`config.mk`:
```
export PLATFORM = sky130hd
export DESIGN_NAME = two_level_queue_scheduler_unit
export DESIGN_NICKNAME = d
export VERILOG_FILES = /design/src/rtl/core/tlqs_pkg.sv /design/src/rtl/core/tlqs_slot_table.sv /design/src/rtl/core/tlqs_job_queues.sv /design/src/rtl/core/tlqs_free_finder.sv /design/src/rtl/core/two_level_queue_scheduler_unit.sv
export SDC_FILE = /design/constraint.sdc
export NUM_CORES = 2
export LEC_CHECK = 0
export ABC_AREA = 1
export BUFFER_PORTS_ARGS = -buffer_cell sky130_fd_sc_hd__buf_2
export CAP_MARGIN = 10
export CORE_ASPECT_RATIO = 0.6
export CORE_MARGIN = 2
export CORE_UTILIZATION = 55
export DETAILED_ROUTE_END_ITERATION = 6
export PLACE_DENSITY = 0.71
export SYNTH_ARGS = -nofsm -noshare
export SYNTH_HDL_FRONTEND = slang
export SYNTH_SLANG_ARGS = --single-unit
```
`constraint.sdc`:
```
create_clock -name clk -period 9.4 [get_ports clk]
set_clock_uncertainty 0.05 [all_clocks]
set_input_delay 1.88 -clock clk [delete_from_list [all_inputs] [get_ports clk]]
set_output_delay 1.88 -clock clk [all_outputs]
set_load 0.05 [all_outputs]
```
`src/rtl/core/tlqs_pkg.sv`:
```
// Shared types and constants for the two-level queue scheduler.
// No dependencies; imported by every module of the block but the slot table.
`default_nettype none

package tlqs_pkg;

    localparam int SLICE_W   = 16;
    localparam int BURST_W   = 16;
    localparam int LEVEL_W   = 4;
    localparam int SLOT_OUT_W = 4;
    localparam int REPORT_W  = 32;
    localparam int CFG_IDX_W = 1;
    localparam int CFG_DATA_W = 16;
    localparam int GROUP_W   = 16;

    localparam logic [CFG_IDX_W-1:0] CFG_SLICE_LENGTH   = 1'd0;
    localparam logic [CFG_IDX_W-1:0] CFG_PRIORITY_SPLIT = 1'd1;

    localparam logic KIND_ADMIT = 1'b0;
    localparam logic KIND_TICK  = 1'b1;

    localparam logic [SLICE_W-1:0]  SLICE_RESET = 16'd4;
    localparam logic [LEVEL_W-1:0]  SPLIT_RESET = 4'd3;

    typedef struct packed {
        logic               kind;
        logic [BURST_W-1:0] burst;
        logic [LEVEL_W-1:0] level;
    } in_item_t;

    typedef struct packed {
        logic                  accepted;
        logic [SLOT_OUT_W-1:0] slot;
        logic                  idle;
        logic                  done_res;
        logic [REPORT_W-1:0]   turnaround;
        logic [REPORT_W-1:0]   waiting;
    } result_t;

    typedef struct packed {
        logic push;
        logic push_fast;
        logic pop;
        logic pop_fast;
    } queue_ctrl_t;

    typedef struct packed {
        logic fast_ready;
        logic slow_ready;
    } queue_status_t;

    typedef struct packed {
        logic set;
        logic clr;
    } used_upd_t;

endpackage

`default_nettype wire

```
`src/rtl/core/tlqs_slot_table.sv`:
```
// Per-slot job record memory: arrival time, burst and remaining ticks.
// Synchronous read with a registered output. Uses nothing from tlqs_pkg.
`default_nettype none

module tlqs_slot_table #(
    parameter int JOB_SLOTS = 16,
    parameter int WORD_W    = 64
) (
    input  wire logic                         clk,
    input  wire logic                         wr_en,
    input  wire logic [$clog2(JOB_SLOTS)-1:0] wr_addr,
    input  wire logic [WORD_W-1:0]            wr_data,
    input  wire logic                         rd_en,
    input  wire logic [$clog2(JOB_SLOTS)-1:0] rd_addr,
    output logic      [WORD_W-1:0]            rd_data
);

    logic [WORD_W-1:0] mem [0:JOB_SLOTS-1];
    logic [WORD_W-1:0] rd_data_reg;

    // reads and writes never target the same cycle: the sequencer interlocks them
    always_ff @(posedge clk)
    begin
        if (wr_en)
        begin
            mem[wr_addr] <= wr_data;
        end
        if (rd_en)
        begin
            rd_data_reg <= mem[rd_addr];
        end
    end

    assign rd_data = rd_data_reg;

endmodule

`default_nettype wire

```
`src/rtl/core/tlqs_job_queues.sv`:
```
// Round-robin and first-come queues sharing one slot-number memory.
// Depends on tlqs_pkg for control and status structs.
`default_nettype none

module tlqs_job_queues #(
    parameter int JOB_SLOTS = 16
) (
    input  wire logic                          clk,
    input  wire logic                          rst_n,
    input  tlqs_pkg::queue_ctrl_t              ctrl,
    input  wire logic [$clog2(JOB_SLOTS)-1:0]  push_slot,
    output tlqs_pkg::queue_status_t            status,
    output logic      [$clog2(JOB_SLOTS)-1:0]  pop_slot
);

    import tlqs_pkg::*;

    localparam int SLOT_W = $clog2(JOB_SLOTS);
    localparam int CNT_W  = SLOT_W + 1;
    localparam logic [SLOT_W-1:0] LAST_PTR = SLOT_W'(JOB_SLOTS - 1);
    localparam logic [CNT_W-1:0]  FULL_CNT = CNT_W'(JOB_SLOTS);

    logic [SLOT_W-1:0] mem [0:(2 << SLOT_W)-1];
    logic [SLOT_W-1:0] pop_slot_reg;

    logic [SLOT_W-1:0] fast_head_reg, fast_head_next, fast_tail_reg, fast_tail_next;
    logic [SLOT_W-1:0] slow_head_reg, slow_head_next, slow_tail_reg, slow_tail_next;
    logic [CNT_W-1:0]  fast_cnt_reg, fast_cnt_next, slow_cnt_reg, slow_cnt_next;

    logic              push_ok;
    logic [SLOT_W-1:0] wr_ptr;
    logic [SLOT_W-1:0] rd_ptr;

    function automatic logic [SLOT_W-1:0] ptr_inc(input logic [SLOT_W-1:0] p);
        logic [SLOT_W-1:0] r;
        if (p == LAST_PTR)
        begin
            r = '0;
        end
        else
        begin
            r = p + SLOT_W'(1);
        end
        return r;
    endfunction

    assign push_ok = ctrl.push &&
                     (ctrl.push_fast ? (fast_cnt_reg < FULL_CNT) : (slow_cnt_reg < FULL_CNT));
    assign wr_ptr  = ctrl.push_fast ? fast_tail_reg : slow_tail_reg;
    assign rd_ptr  = ctrl.pop_fast ? fast_head_reg : slow_head_reg;

    always_comb
    begin
        fast_head_next = fast_head_reg;
        fast_tail_next = fast_tail_reg;
        fast_cnt_next  = fast_cnt_reg;
        slow_head_next = slow_head_reg;
        slow_tail_next = slow_tail_reg;
        slow_cnt_next  = slow_cnt_reg;
        // push and pop are issued in different sequencer states
        if (push_ok)
        begin
            if (ctrl.push_fast)
            begin
                fast_tail_next = ptr_inc(fast_tail_reg);
                fast_cnt_next  = fast_cnt_reg + CNT_W'(1);
            end
            else
            begin
                slow_tail_next = ptr_inc(slow_tail_reg);
                slow_cnt_next  = slow_cnt_reg + CNT_W'(1);
            end
        end
        else if (ctrl.pop)
        begin
            if (ctrl.pop_fast)
            begin
                fast_head_next = ptr_inc(fast_head_reg);
                fast_cnt_next  = fast_cnt_reg - CNT_W'(1);
            end
            else
            begin
                slow_head_next = ptr_inc(slow_head_reg);
                slow_cnt_next  = slow_cnt_reg - CNT_W'(1);
            end
        end
    end

    always_ff @(posedge clk or negedge rst_n)
    begin
        if (!rst_n)
        begin
            fast_head_reg <= '0;
            fast_tail_reg <= '0;
            fast_cnt_reg  <= '0;
            slow_head_reg <= '0;
            slow_tail_reg <= '0;
            slow_cnt_reg  <= '0;
        end
        else
        begin
            fast_head_reg <= fast_head_next;
            fast_tail_reg <= fast_tail_next;
            fast_cnt_reg  <= fast_cnt_next;
            slow_head_reg <= slow_head_next;
            slow_tail_reg <= slow_tail_next;
            slow_cnt_reg  <= slow_cnt_next;
        end
    end

    always_ff @(posedge clk)
    begin
        if (push_ok)
        begin
            mem[{ctrl.push_fast, wr_ptr}] <= push_slot;
        end
        if (ctrl.pop && !push_ok)
        begin
            pop_slot_reg <= mem[{ctrl.pop_fast, rd_ptr}];
        end
    end

    assign pop_slot          = pop_slot_reg;
    assign status.fast_ready = (fast_cnt_reg != '0);
    assign status.slow_ready = (slow_cnt_reg != '0);

endmodule

`default_nettype wire

```
`src/rtl/core/tlqs_free_finder.sv`:
```
// Slot occupancy bits and a registered two-level lowest-free-slot search.
// Depends on tlqs_pkg for the update struct and group width.
`default_nettype none

module tlqs_free_finder #(
    parameter int JOB_SLOTS = 16
) (
    input  wire logic                          clk,
    input  wire logic                          rst_n,
    input  tlqs_pkg::used_upd_t                upd,
    input  wire logic [$clog2(JOB_SLOTS)-1:0]  upd_slot,
    output logic                               found,
    output logic      [$clog2(JOB_SLOTS)-1:0]  free_slot
);

    import tlqs_pkg::*;

    localparam int SLOT_W = $clog2(JOB_SLOTS);
    localparam int NG     = (JOB_SLOTS + GROUP_W - 1) / GROUP_W;
    localparam int GI_W   = $clog2(GROUP_W);

    logic [JOB_SLOTS-1:0]     used_reg;
    logic [NG*GROUP_W-1:0]    free_pad;
    logic [NG-1:0]            grp_free_reg, grp_free_next;
    logic [GI_W-1:0]          grp_idx_reg [0:NG-1];
    logic [GI_W-1:0]          grp_idx_next [0:NG-1];

    assign free_pad = (NG*GROUP_W)'(~used_reg);

    always_ff @(posedge clk or negedge rst_n)
    begin
        if (!rst_n)
        begin
            used_reg <= '0;
        end
        else if (upd.set)
        begin
            used_reg[upd_slot] <= 1'b1;
        end
        else if (upd.clr)
        begin
            used_reg[upd_slot] <= 1'b0;
        end
    end

    // first level: lowest free bit inside each group of sixteen
    always_comb
    begin
        for (int g = 0; g < NG; g++)
        begin
            grp_free_next[g] = 1'b0;
            grp_idx_next[g]  = '0;
            for (int i = GROUP_W - 1; i >= 0; i--)
            begin
                if (free_pad[g*GROUP_W + i])
                begin
                    grp_free_next[g] = 1'b1;
                    grp_idx_next[g]  = GI_W'(i);
                end
            end
        end
    end

    always_ff @(posedge clk or negedge rst_n)
    begin
        if (!rst_n)
        begin
            grp_free_reg <= '0;
        end
        else
        begin
            grp_free_reg <= grp_free_next;
        end
    end

    always_ff @(posedge clk)
    begin
        for (int g = 0; g < NG; g++)
        begin
            grp_idx_reg[g] <= grp_idx_next[g];
        end
    end

    // second level: lowest group with a free slot
    always_comb
    begin
        found     = 1'b0;
        free_slot = '0;
        for (int g = NG - 1; g >= 0; g--)
        begin
            if (grp_free_reg[g])
            begin
                found     = 1'b1;
                free_slot = SLOT_W'(g*GROUP_W + int'(grp_idx_reg[g]));
            end
        end
    end

endmodule

`default_nettype wire

```
`src/rtl/core/two_level_queue_scheduler_unit.sv`:
```
// Top level of the two-level queue scheduler: event sequencer and registers.
// Depends on tlqs_pkg, tlqs_slot_table, tlqs_job_queues, tlqs_free_finder.
//
//  channel  | ports                                  | handshake
//  ---------+----------------------------------------+--------------------------
//  command  | start, busy, in_item                   | taken when start && !busy
//  result   | done, result                           | one-cycle strobe, no stall
//  config   | cfg_valid, cfg_ready, cfg_index, cfg_data | write when valid && ready
//
//  Admit: registered free-slot search, then table and queue write.
//  Tick: idle ends in S_TSEL; running is set by the read of the slot table
//  memory, dispatch by the queue memory and then it, each plus a stage for waiting.
//  The next command is taken in the cycle the result is shown.
//  Reset is asynchronous; occupancy and queue pointers clear at once, slot
//  records are written at admit before any read, so no clearing pass.
`default_nettype none

module two_level_queue_scheduler_unit #(
    parameter int JOB_SLOTS = 16,
    parameter int TIME_BITS = 32
) (
    input  wire logic                                clk,
    input  wire logic                                rst_n,
    input  wire logic                                start,
    output logic                                     busy,
    input  tlqs_pkg::in_item_t                       in_item,
    output logic                                     done,
    output tlqs_pkg::result_t                        result,
    input  wire logic                                cfg_valid,
    output logic                                     cfg_ready,
    input  wire logic [tlqs_pkg::CFG_IDX_W-1:0]      cfg_index,
    input  wire logic [tlqs_pkg::CFG_DATA_W-1:0]     cfg_data
);

    import tlqs_pkg::*;

    localparam int SLOT_W = $clog2(JOB_SLOTS);
    localparam int WORD_W = TIME_BITS + BURST_W + BURST_W;
    localparam logic [TIME_BITS-1:0] TIME_MAX = '1;

    localparam logic [2:0] S_IDLE  = 3'd0;
    localparam logic [2:0] S_ASRCH = 3'd1;
    localparam logic [2:0] S_TPUSH = 3'd2;
    localparam logic [2:0] S_TSEL  = 3'd3;
    localparam logic [2:0] S_TDISP = 3'd4;
    localparam logic [2:0] S_TREAD = 3'd5;
    localparam logic [2:0] S_TEXEC = 3'd6;
    localparam logic [2:0] S_TWAIT = 3'd7;

    logic [2:0]           state_reg, state_next;
    in_item_t             item_reg, item_next;
    logic [TIME_BITS-1:0] now_reg, now_next;
    logic                 running_reg, running_next;
    logic [SLOT_W-1:0]    run_slot_reg, run_slot_next;
    logic                 run_is_fast_reg, run_is_fast_next;
    logic [SLICE_W-1:0]   slice_left_reg, slice_left_next;
    logic                 requeue_pending_reg, requeue_pending_next;
    logic [SLOT_W-1:0]    requeue_slot_reg, requeue_slot_next;
    logic [SLICE_W-1:0]   slice_length_reg, slice_length_next;
    logic [LEVEL_W-1:0]   priority_split_reg, priority_split_next;
    logic [TIME_BITS-1:0] turn_reg, turn_next;
    logic [BURST_W-1:0]   bhold_reg, bhold_next;
    logic                 fin_reg, fin_next;
    result_t              res_reg, res_next;
    logic                 done_reg, done_next;

    queue_ctrl_t          q_ctrl;
    queue_status_t        q_stat;
    logic [SLOT_W-1:0]    q_push_slot;
    logic [SLOT_W-1:0]    q_pop_slot;

    used_upd_t            u_upd;
    logic [SLOT_W-1:0]    u_slot;
    logic                 f_found;
    logic [SLOT_W-1:0]    f_slot;

    logic                 t_wr_en;
    logic [SLOT_W-1:0]    t_wr_addr;
    logic [WORD_W-1:0]    t_wr_data;
    logic                 t_rd_en;
    logic [SLOT_W-1:0]    t_rd_addr;
    logic [WORD_W-1:0]    t_rd_data;

    logic [TIME_BITS-1:0] ex_arrival;
    logic [BURST_W-1:0]   ex_burst;
    logic [BURST_W-1:0]   ex_left;
    logic [BURST_W-1:0]   ex_left_new;
    logic [SLICE_W-1:0]   ex_slice_new;
    logic [TIME_BITS-1:0] now_inc;
    logic                 admit_ok;
    logic                 wt_ge;
    logic [REPORT_W-1:0]  wt_turn;
    logic [REPORT_W-1:0]  wt_wait;

    tlqs_slot_table #(
        .JOB_SLOTS (JOB_SLOTS),
        .WORD_W    (WORD_W)
    ) u_table (
        .clk     (clk),
        .wr_en   (t_wr_en),
        .wr_addr (t_wr_addr),
        .wr_data (t_wr_data),
        .rd_en   (t_rd_en),
        .rd_addr (t_rd_addr),
        .rd_data (t_rd_data)
    );

    tlqs_job_queues #(
        .JOB_SLOTS (JOB_SLOTS)
    ) u_queues (
        .clk       (clk),
        .rst_n     (rst_n),
        .ctrl      (q_ctrl),
        .push_slot (q_push_slot),
        .status    (q_stat),
        .pop_slot  (q_pop_slot)
    );

    tlqs_free_finder #(
        .JOB_SLOTS (JOB_SLOTS)
    ) u_finder (
        .clk       (clk),
        .rst_n     (rst_n),
        .upd       (u_upd),
        .upd_slot  (u_slot),
        .found     (f_found),
        .free_slot (f_slot)
    );

    assign ex_arrival   = t_rd_data[WORD_W-1 -: TIME_BITS];
    assign ex_burst     = t_rd_data[2*BURST_W-1 -: BURST_W];
    assign ex_left      = t_rd_data[BURST_W-1:0];
    assign ex_left_new  = (ex_left != '0) ? ex_left - BURST_W'(1) : ex_left;
    assign ex_slice_new = (run_is_fast_reg && slice_left_reg != '0) ?
                          slice_left_reg - SLICE_W'(1) : slice_left_reg;
    assign now_inc      = (now_reg == TIME_MAX) ? now_reg : now_reg + TIME_BITS'(1);
    assign admit_ok     = f_found && (item_reg.burst != '0);

    assign wt_turn = REPORT_W'(turn_reg);
    assign wt_ge   = (64'(turn_reg) >= 64'(bhold_reg));
    assign wt_wait = wt_ge ? wt_turn - REPORT_W'(bhold_reg) : '0;

    always_comb
    begin
        state_next           = state_reg;
        item_next            = item_reg;
        now_next             = now_reg;
        running_next         = running_reg;
        run_slot_next        = run_slot_reg;
        run_is_fast_next     = run_is_fast_reg;
        slice_left_next      = slice_left_reg;
        requeue_pending_next = requeue_pending_reg;
        requeue_slot_next    = requeue_slot_reg;
        slice_length_next    = slice_length_reg;
        priority_split_next  = priority_split_reg;
        turn_next            = turn_reg;
        bhold_next           = bhold_reg;
        fin_next             = fin_reg;
        res_next             = res_reg;
        done_next            = 1'b0;

        q_ctrl      = '0;
        q_push_slot = f_slot;
        u_upd       = '0;
        u_slot      = f_slot;
        t_wr_en     = 1'b0;
        t_wr_addr   = f_slot;
        t_wr_data   = {now_reg, item_reg.burst, item_reg.burst};
        t_rd_en     = 1'b0;
        t_rd_addr   = run_slot_reg;

        if (cfg_valid)
        begin
            case (cfg_index)
                CFG_SLICE_LENGTH:   slice_length_next   = cfg_data[SLICE_W-1:0];
                CFG_PRIORITY_SPLIT: priority_split_next = cfg_data[LEVEL_W-1:0];
                default:            slice_length_next   = slice_length_reg;
            endcase
        end

        case (state_reg)
            S_IDLE:
            begin
                if (start)
                begin
                    item_next = in_item;
                    if (in_item.kind == KIND_ADMIT)
                    begin
                        state_next = S_ASRCH;
                    end
                    else if (requeue_pending_reg)
                    begin
                        state_next = S_TPUSH;
                    end
                    else if (running_reg)
                    begin
                        state_next = S_TREAD;
                    end
                    else
                    begin
                        state_next = S_TSEL;
                    end
                end
            end
            S_ASRCH:
            begin
                res_next  = '0;
                done_next = 1'b1;
                if (admit_ok)
                begin
                    q_ctrl.push      = 1'b1;
                    q_ctrl.push_fast = (item_reg.level < priority_split_reg);
                    u_upd.set        = 1'b1;
                    t_wr_en          = 1'b1;
                    res_next.accepted = 1'b1;
                    res_next.slot     = SLOT_OUT_W'(f_slot);
                end
                state_next = S_IDLE;
            end
            S_TPUSH:
            begin
                q_ctrl.push          = 1'b1;
                q_ctrl.push_fast     = 1'b1;
                q_push_slot          = requeue_slot_reg;
                requeue_pending_next = 1'b0;
                state_next           = S_TSEL;
            end
            S_TSEL:
            begin
                if (q_stat.fast_ready || q_stat.slow_ready)
                begin
                    q_ctrl.pop       = 1'b1;
                    q_ctrl.pop_fast  = q_stat.fast_ready;
                    run_is_fast_next = q_stat.fast_ready;
                    if (q_stat.fast_ready)
                    begin
                        slice_left_next = (slice_length_reg != '0) ?
                                          slice_length_reg : SLICE_W'(1);
                    end
                    state_next = S_TDISP;
                end
                else
                begin
                    now_next      = now_inc;
                    res_next      = '0;
                    res_next.idle = 1'b1;
                    done_next     = 1'b1;
                    state_next    = S_IDLE;
                end
            end
            S_TDISP:
            begin
                run_slot_next = q_pop_slot;
                running_next  = 1'b1;
                t_rd_en       = 1'b1;
                t_rd_addr     = q_pop_slot;
                state_next    = S_TEXEC;
            end
            S_TREAD:
            begin
                t_rd_en    = 1'b1;
                state_next = S_TEXEC;
            end
            S_TEXEC:
            begin
                now_next        = now_inc;
                slice_left_next = ex_slice_new;
                t_wr_en         = 1'b1;
                t_wr_addr       = run_slot_reg;
                t_wr_data       = {ex_arrival, ex_burst, ex_left_new};
                turn_next       = now_inc - ex_arrival;
                bhold_next      = ex_burst;
                fin_next        = (ex_left_new == '0);
                if (ex_left_new == '0)
                begin
                    u_upd.clr    = 1'b1;
                    u_slot       = run_slot_reg;
                    running_next = 1'b0;
                end
                else if (run_is_fast_reg && ex_slice_new == '0)
                begin
                    requeue_pending_next = 1'b1;
                    requeue_slot_next    = run_slot_reg;
                    running_next         = 1'b0;
                end
                state_next = S_TWAIT;
            end
            S_TWAIT:
            begin
                res_next            = '0;
                res_next.slot       = SLOT_OUT_W'(run_slot_reg);
                res_next.done_res   = fin_reg;
                res_next.turnaround = fin_reg ? wt_turn : '0;
                res_next.waiting    = fin_reg ? wt_wait : '0;
                done_next           = 1'b1;
                state_next          = S_IDLE;
            end
            default:
            begin
                state_next = S_IDLE;
            end
        endcase
    end

    always_ff @(posedge clk or negedge rst_n)
    begin
        if (!rst_n)
        begin
            state_reg           <= S_IDLE;
            now_reg             <= '0;
            running_reg         <= 1'b0;
            run_slot_reg        <= '0;
            run_is_fast_reg     <= 1'b0;
            slice_left_reg      <= '0;
            requeue_pending_reg <= 1'b0;
            requeue_slot_reg    <= '0;
            slice_length_reg    <= SLICE_RESET;
            priority_split_reg  <= SPLIT_RESET;
            done_reg            <= 1'b0;
        end
        else
        begin
            state_reg           <= state_next;
            now_reg             <= now_next;
            running_reg         <= running_next;
            run_slot_reg        <= run_slot_next;
            run_is_fast_reg     <= run_is_fast_next;
            slice_left_reg      <= slice_left_next;
            requeue_pending_reg <= requeue_pending_next;
            requeue_slot_reg    <= requeue_slot_next;
            slice_length_reg    <= slice_length_next;
            priority_split_reg  <= priority_split_next;
            done_reg            <= done_next;
        end
    end

    always_ff @(posedge clk)
    begin
        item_reg  <= item_next;
        turn_reg  <= turn_next;
        bhold_reg <= bhold_next;
        fin_reg   <= fin_next;
        res_reg   <= res_next;
    end

    assign busy      = (state_reg != S_IDLE);
    assign cfg_ready = 1'b1;
    assign done      = done_reg;
    assign result    = res_reg;

endmodule

`default_nettype wire

```
==> flow_summary_export.csv <==
group,metric,value,unit
run_status,status,"finished with violations",
run_status,violations,"DRC",
routing,drt_iter0_drc,6507,
die,ios,116,
power,max-vdd-ir-drop,0.517,mV
yosys,synth_seq_area_share,69.6,%
cells_and_area,mostFrequentLayoutCells,"edfxtp_1, nor2_1, o21ai_0",
cells_and_area,fin_nets,5525,
yosys,syn-mean-instance-area,11.9,µm²
cells_and_area,nFillCells,8818,
global_route,grt_use_met2,39.5,%
global_route,grt_pass1_wl,260000,µm
worst_setup_path,critical_path_arrival,5.34,ns
global_route,antenna_found_initial,6,
routing,vias_per_cell,6.20,
clock_tree,cts_tree,"yes",
placed_design,hpwl,103000,µm
clock_tree,clockBufferDepth,3,
timing,slew_headroom,21.3,%
run,drv_cap,0,
yosys,yosys_warnings,0,
power,power_density,339,nW/µm²
timing,maxSlewViolCount,0,
worst_hold_path,hold_path_class,"reg -> reg",
placed_design,place_congestion,0.973,
clock_tree,htreeDepth,4,
global_route,grt-busiest-layer,"met1",
global_route,grt_usage,29.5,%
worst_setup_path,cp_max_fo,18,
clock_tree,cts-root-buf,"clkbuf_16",
worst_setup_path,cp-start-kind,"flop",
routing,remaining_drc_errors,1,
global_route,gr-total-overflow,0,
global_route,met1_usage,46.1,%
global_route,grt_max_degree,183,
timing,post-route-period-util,51.9,%
yosys,synthCells,5335,
power,power.leakage,24.6,nW
clock_tree,hold_buffers,0,
cells_and_area,largest_reg_flops,1024,
timing,setup_viol,0,
routing,vias,43600,
worst_setup_path,critPathCaptureType,"flop",
clock_tree,cts_resized,0,
cells_and_area,top_register,"u_table.mem",
worst_setup_path,critical_path_class,"reg -> reg",
routing,ant_nets,0,
yosys,synth_cell_types,56,
routing,drt_wl_total,176000,µm
placed_design,port_buffers,114,
timing,min_period,4.87,ns
timing,worst_slew_pin_slew,1.17,ns
clock_tree,clkTransAtPathRegs,0.07,ns
timing,whs,0.408,ns
timing,clock.fmax,205,MHz
die,chipHeight,267,µm
clock_tree,numCtsBuffers,135,
routing,avgRoutedWirePerCell,25.0,µm
die,rows,96,
routing,drtPass1Iterations,7,
yosys,dominantRegCellSynth,"edfxtp_1",
die,core_area,114000,µm²
clock_tree,post_cts_buffers,0,
timing,rsz0062_at_grt,"false",
global_route,grt_pass1_vias,40900,
global_route,grtUsageMet3,9.91,%
die,die_w,442,µm
yosys,ys_ff_latch,1490,
die,initial_utilization,55.4,%
yosys,synth_edf_count,1360,
die,die-area,118000,µm²
timing,fin_tns_setup,0,ns
worst_setup_path,crit_required,9.86,ns
cells_and_area,drive_above_1_share,9.25,%
timing,final-hold-violation-count,0,
cells_and_area,layout_commonest_cell,"edfxtp_1",
cells_and_area,syn_to_final_growth,10.3,%
yosys,netlist_area,63300,µm²
yosys,async_flop_share,8.46,%
clock_tree,insertion_delay,0.78,ns
clock_tree,numClockSinks,1490,
yosys,synth_nets,5445,
==> cell usage after synthesis (13+ instances only) <==
master    count  share of area, %
o22ai_1      83              0.82
nor2_1      851               5.0
nand3_1     179               1.4
xor2_1       84               1.2
buf_2        25              0.20
o21ai_0     721               5.7
xnor2_1      24              0.33
nor3_1       46              0.36
ha_1         64               1.3
nand2_1     652               3.9
nand4_1      35              0.35
inv_2        13             0.077
a21oi_1      81              0.64
dfrtp_1     123               4.9
o221ai_1    215               3.0
nor4_1       17              0.17
inv_1       282               1.7
nand2_2      13              0.13
o21ai_1      18              0.14
o211ai_1     89               1.1
clkbuf_1    232               1.4
edfxtp_1   1360                64
==> per-layer routing <==
metal	share of wire [%]	vias up
met1	44	21200
met3	14	242
met4	1.8	2
li1	-	19500
met2	40	2714
met5	0.072	-
==> worst max-delay path: stages, from the launching register on <==
cell	delay (ns)
dfrtp_1	0.45
ha_1	0.33
inv_1	0.11
nor2_1	0.21
nand3_1	0.15
nand3b_1	0.67
o21ai_0	0.52
inv_1	0.15
ha_1	0.30
nand3_1	0.09
nand2_1	0.10
a21boi_0	0.29
o21bai_1	0.14
a21oi_1	0.29
o21ai_0	0.19
a21oi_1	0.30
o21ai_0	0.13
nand2_1	0.07
nand2_1	0.06
==> area by class of cell <==
cell class              instances  area [µm²]  share of cell area, %
well taps                    1519        1900                   2.72
flip-flops and latches       1490       44100                   63.1
diodes                          3        7.51                 0.0107
multi-input cells            3274       17300                   24.7
clock inverters                57         437                  0.625
inverters                     297        1140                   1.63
repair buffers                217        1410                   2.02
clock buffers                 177        3610                   5.17
==> report_power, final <==
part / internal [W] / total, W / leakage, nW / switching, W
Clock: 0.00283 / 0.00528 / 1.99 / 0.00245
Sequential: 0.00877 / 0.00921 / 14.2 / 0.000444
Combinational: 0.00232 / 0.00922 / 8.46 / 0.00690
==> worst paths after layout <==
check                                                   start                              end  slack [ns]  cells past startpoint
worst max-delay path                   now_reg[1]$_DFFE_PN0P_           turn_reg[25]$_DFFE_PP_        4.53                     18
worst min-delay path            u_table.rd_data[27]$_DFFE_PP_          bhold_reg[11]$_DFFE_PP_        0.41                      0
worst max register to register         now_reg[1]$_DFFE_PN0P_           turn_reg[25]$_DFFE_PP_        4.53                     18
worst min register to register  u_table.rd_data[27]$_DFFE_PP_          bhold_reg[11]$_DFFE_PP_        0.41                      0
max in group asynchronous                               rst_n          now_reg[21]$_DFFE_PN0P_        6.84                      2
min in group asynchronous                               rst_n  slice_length_reg[5]$_DFFE_PN0P_        1.06                      1
==> kinds of logic (layout without fill, tap and decap cells) <==
| group | Yosys count | count (layout) | share of synthesized area, % |
|---|---|---|---|
| other | 1 | 4 | 0.00592 |
| AOI/OAI and AO/OA | 1247 | 1247 | 11.8 |
| and+or+nand+nor | 1842 | 1842 | 12.1 |
| DFF | 1490 | 1490 | 69.6 |
| muxes | 8 | 8 | 0.142 |
| adders and majority gates | 68 | 68 | 1.39 |
| buffers and inverters | 571 | 748 | 3.48 |
| xor gates and xnor gates | 108 | 108 | 1.49 |
==> through the flow <==
stage               total power [W]  cell area, µm²  setup slack [ns]  cells  util [%]
global route                 0.0249           69800              4.14   7034      61.1
global placement             0.0181           65800              4.75   6794      57.6
CTS                          0.0235           69800              4.66   7028      61.1
detailed placement           0.0183           65800              4.66   6794      57.6
floorplan                    0.0153           63300              1.37   5335         -
finish                       0.0237           69800              4.53   7034      61.1
Note: power is estimated with default switching activity, not from simulation.
